File: src/hw/rtl/pff_pkg.sv
package pff_pkg;

  // Operand widths fixed by the field formats
  localparam int unsigned POS_W   = 32;
  localparam int unsigned NRM_W   = 16;
  localparam int unsigned D_W     = 33;
  localparam int unsigned PROD_W  = 49;   // normal component times d
  localparam int unsigned DOT_W   = 51;   // sum of three products
  localparam int unsigned P_W     = 49;   // positive dot product
  localparam int unsigned SQ_W    = 65;   // |d|^2 per axis
  localparam int unsigned LEN2_W  = 66;
  localparam int unsigned AREA_W  = 32;
  localparam int unsigned P12_W   = 98;   // p1*p2
  localparam int unsigned NUM_W   = 130;  // p1*p2*area
  localparam int unsigned L2SQ_W  = 132;  // len2^2
  localparam int unsigned DEN_W   = 164;  // pi*len2^2
  localparam int unsigned PI_W    = 32;
  localparam int unsigned Q_BITS  = 32;

  // Multiplier chain geometry: one 16-bit digit of B per cell
  localparam int unsigned CHUNK   = 16;
  localparam int unsigned MB1_W   = 80;   // padded B width, first multiply pair
  localparam int unsigned MB2_W   = 144;  // padded B width, second multiply pair

  // round(pi * 2^30)
  localparam logic [PI_W-1:0] PI_Q30 = 32'd3373259426;

  typedef struct packed {
    logic              vis;
    logic              sat;
    logic [Q_BITS-1:0] q;
  } div_t;

  typedef struct packed {
    logic [Q_BITS-1:0] form_factor;
    logic              mutually_visible;
    logic              saturated;
  } res_t;

endpackage

File: src/hw/rtl/pff_div_cell.sv
module pff_div_cell #(
  parameter int unsigned RW = 197,
  parameter int unsigned K  = 32
) (
  input  logic                      clk_i,
  input  logic                      en_i,
  input  logic [RW-1:0]             rem_i,
  input  logic [pff_pkg::DEN_W-1:0] den_i,
  input  pff_pkg::div_t             ctl_i,
  output logic [RW-1:0]             rem_o,
  output logic [pff_pkg::DEN_W-1:0] den_o,
  output pff_pkg::div_t             ctl_o
);

  logic [RW-1:0] den_sh;
  logic          ge;
  pff_pkg::div_t ctl_d;

  assign den_sh = RW'(den_i) << K;
  assign ge     = (rem_i >= den_sh);

  // top cell only detects a quotient of 2^32 or more
  if (K >= pff_pkg::Q_BITS) begin : g_ovf
    always_comb begin
      ctl_d     = ctl_i;
      ctl_d.sat = ge;
    end
  end else begin : g_bit
    always_comb begin
      ctl_d      = ctl_i;
      ctl_d.q[K] = ge;
    end
  end

  always_ff @(posedge clk_i) begin
    if (en_i) begin
      rem_o <= ge ? (rem_i - den_sh) : rem_i;
      den_o <= den_i;
      ctl_o <= ctl_d;
    end
  end

endmodule

File: config.mk
export PLATFORM = sky130hd
export DESIGN_NAME = pff_div_cell
export DESIGN_NICKNAME = d
export VERILOG_FILES = /design/src/hw/rtl/pff_pkg.sv /design/src/hw/rtl/pff_div_cell.sv
export SDC_FILE = /design/constraint.sdc
export NUM_CORES = 1
export LEC_CHECK = 0
export CAP_MARGIN = 25
export CORE_AREA = 5 5 304 306
export CTS_CLUSTER_SIZE = 16
export DETAILED_ROUTE_END_ITERATION = 12
export DIE_AREA = 0 0 309 311
export DONT_BUFFER_PORTS = 1
export GPL_TIMING_DRIVEN = 0
export SYNTH_ARGS = -nofsm -noshare
export SYNTH_HDL_FRONTEND = slang
export SYNTH_SLANG_ARGS = --single-unit
File: constraint.sdc
create_clock -name clk_i -period 5.9 [get_ports clk_i]
set_clock_uncertainty 0.15 [all_clocks]
set_input_delay 0 -clock clk_i [delete_from_list [all_inputs] [get_ports clk_i]]
set_output_delay 0 -clock clk_i [all_outputs]
set_load 0.1 [all_outputs]
==> impl_metrics.json <==
{
  "rsz0062_at_grt": "true",
  "synth_warnings": 0,
  "drive_gt1_share_pct": 4.519,
  "port_buffers": 0,
  "synth_top_cell_by_area": "edfxtp_1",
  "power_uw": 11100,
  "status": "finished with violations",
  "cts_buffers": 46,
  "fin_nets": 4020,
  "die-height_um": 311,
  "power.leakage_uw": 0.01379,
  "synthCells": 2765,
  "seq_power_share_pct": 53.4,
  "dieArea_um2": 96100,
  "grt_pass1_wl_um": 169300,
  "path_class": "input pin to register",
  "synth-edff-count": 395,
  "synthTopCellsByArea": "edfxtp_1 (46%), ha_1 (7.9%), a21oi_1 (5.6%)",
  "critPathCapture": "rem_o[174]$_DFFE_PP_",
  "hold_viol": 132,
  "crit_path_end_kind": "register",
  "comb_power_share_pct": 21.5,
  "seqCellArea_um2": 11860,
  "avgSynthCellArea_um2": 9.337,
  "period_share_pct": 99.43,
  "grt_pass1_vias": 25063,
  "max_stage_delay_ns": 0.87,
  "syn-num-nets": 3327,
  "rows": 110,
  "drc_errors": 0,
  "crit_start": "den_i[1]",
  "antenna_found_initial": 22,
  "ant_nets": 0,
  "grt_use_total_pct": 23.28,
  "vias_per_cell": 5.339,
  "final_cells": 4684,
  "utilization_pct": 39.58,
  "io_pins": 792,
  "setup_tns_ns": 0,
  "whs_ns": -0.6063,
  "worst-slew-pin-transition_ns": 1.798,
  "post-dp-hpwl_um": 88950,
  "violations": "negative hold slack, max-slew violations",
  "synth_seq_cells": 395,
  "drt_iter0_drc": 2459,
  "final_area_um2": 35360,
  "synth_cell_type_count": 72,
  "coreArea_um2": 89320,
  "slew_viol_final": 143,
  "cap_violations": 0,
  "path_cells": "dlygate4sd3_1 > dlygate4sd3_1 > fa_1 > nor2b_1 > o2111ai_1 > a21oi_1 > o31ai_1 > a311oi_1 > nor4b_1 > o31ai_1 > a21o_1 > a31oi_1 > o21ai_0 > xnor2_1 > o21ai_1",
  "cts_tree": "yes",
  "hp-start": "en_i",
  "mostFrequentLayoutCells": "dlygate4sd3_1 (633), edfxtp_1 (395), nand2_1 (371)",
  "vias": 25006,
  "grt_start_max_net_pins": 396,
  "place_area_um2": 27470,
  "synthFlopType": "edfxtp_1",
  "area_delta_synth_final_pct": 36.96,
  "wire_per_inst_um": 25.38,
  "worstPathMaxFanout": 4,
  "globalplace.congestion": 0.9419,
  "intPower_uw": 5984,
  "yosysSeqAreaShare_pct": 45.95,
  "final_common_cell": "dlygate4sd3_1",
  "synthArstFlopShare_pct": 0,
  "power_density_nw_per_um2": 314.0,
  "setup_viol": 0,
  "hold_path.class": "input pin to register",
  "cts.sinks": 395,
  "slew_headroom_pct": -19.87,
  "period_needed_ns": 5.867,
  "clk_path_buf_depth": 3,
  "wl_um": 118900,
  "p_clk_share_pct": 25.1,
  "placedCellCount": 3951,
  "holdBufCountCts": 633,
  "fillers": 8614,
  "syn_area_um2": 25820,
  "die_x_um": 309,
  "initial_core_util_pct": 28.90,
  "multi_input_area_um2": 12580,
  "switching_power_uw": 5117,
  "worstPathRequired_ns": 6.08,
  "vdd_drop_max_v": 0.0001800,
  "grt_overflow": 0,
  "clockRootBuffer": "clkbuf_16",
  "worstPathArrival_ns": 6.05,
  "synth_top_area_share_pct": 45.95,
  "path_clk_slew_ns": 0.07,
  "p_sw_share_pct": 46.10,
  "critPathSlowestCell": "a311oi_1",
  "dr.pass1.iters": 6,
  "fmax_ghz": 0.1705,
  "htree_levels": 2,
  "cp-start-kind": "input pin"
}
-- stage by stage --
step | worst slack [ns] | hold WS [ns]
after floorplan | 2.453 | -0.05113
after global placement | -0.1679 | -0.05107
after detailed placement | 0.2486 | -0.05108
after CTS | 0.01860 | -0.6531
after global routing | -0.02623 | -0.6358
final | 0.03340 | -0.6063
-- critical path: cells and delay by family --
| family | cells | cell delay (ns) |
|---|---|---|
| AO/OA/AOI/OAI | 9 | 3.72 |
| adder cells (fa/ha/maj) | 1 | 0.47 |
| AND/OR/NAND/NOR | 2 | 0.45 |
| buffers and inverters | 2 | 1.21 |
| XOR/XNOR | 1 | 0.18 |
-- power groups by stage --
stage                     Combinational [µW]  Sequential [µW]  Clock (µW)
after floorplan                         1260             5920           0
after global placement                  1770             6050           0
after detailed placement                1890             5970           0
after CTS                               2320             5920        2820
after global routing                    2570             5940        2970
final                                   2390             5930        2790
-- synthesized netlist by cell type (4+ instances only) --
master / n
a41oi_1: 4
buf_4: 7
a221oi_1: 5
a21o_1: 89
o211ai_1: 7
a2111oi_0: 4
and3_1: 15
or2_2: 8
nor2b_1: 14
o21ai_1: 147
edfxtp_1: 395
a211o_1: 5
ha_1: 164
mux2_1: 6
nor3b_1: 4
nand2b_1: 18
nand2_1: 371
nor4_1: 25
a21oi_1: 287
o21a_1: 18
buf_6: 12
o41ai_2: 5
and4_1: 7
a21boi_0: 14
a31o_2: 4
or3_1: 5
nor3_1: 35
buf_2: 17
xnor2_1: 93
a31oi_1: 15
nand3_1: 35
nand4_1: 81
a211oi_1: 9
o21bai_1: 55
inv_1: 221
clkbuf_1: 84
xor2_1: 61
nor2_1: 165
o21ai_0: 166
o31ai_1: 23
and2_1: 15
-- worst min path at each step --
stage                           to  slack [ns]  cells past startpoint
2_1_floorplan   ctl_o[0]$_DFFE_PP_       -0.05                      0
3_3_place_gp   ctl_o[27]$_DFFE_PP_       -0.05                      0
3_5_place_dp    ctl_o[7]$_DFFE_PP_       -0.05                      0
4_1_cts        den_o[70]$_DFFE_PP_       -0.65                      0
5_1_grt        den_o[69]$_DFFE_PP_       -0.64                      0
6_report       den_o[70]$_DFFE_PP_       -0.61                      0
-- layer usage --
| metal | vias up | GRT usage, % | wire length (µm) |
|---|---|---|---|
| met4 | 14 | 8.395 | 4775 |
| met2 | 1280 | 39.33 | 56150 |
| li1 | 11466 | - | - |
| met5 | - | 0 | 100 |
| met1 | 12003 | 28.72 | 47240 |
| met3 | 243 | 6.003 | 10610 |
-- final cells by class --
cell class | count | area share, %
antenna | 12 | 0.08493
buffer | 121 | 1.713
clock buffer | 49 | 3.287
clock inverter | 37 | 0.7891
inverter | 222 | 2.364
multi-input combinational | 2027 | 35.57
sequential | 395 | 33.55
tap | 1176 | 4.161
timing repair buffer | 645 | 18.48
-- flip-flops by register name (all words and copies together), names as in the netlist --
signal	cells
ctl_o	34
rem_o	197
den_o	164
-- repair_timing --
action,CTS,global route
setup buffers,0,1
setup endpoints to repair,0,26
resized for setup,0,15
hold endpoints to repair,789,395
-- cells by family (layout without fill, tap and decap cells) --
group                    after synthesis  count (layout)  synth area share, %
AO/OA/AOI/OAI                        892             892                20.68
XOR/XNOR                             154             154                5.225
adder cells (fa/ha/maj)              165             165                8.026
buffers and inverters                343            1074                5.525
flip-flops                           395             395                45.95
multiplexers                           7               7               0.3053
other                                  0              12                    0
AND/OR/NAND/NOR                      809             809                14.29
Power figures use the tool's default switching activity.
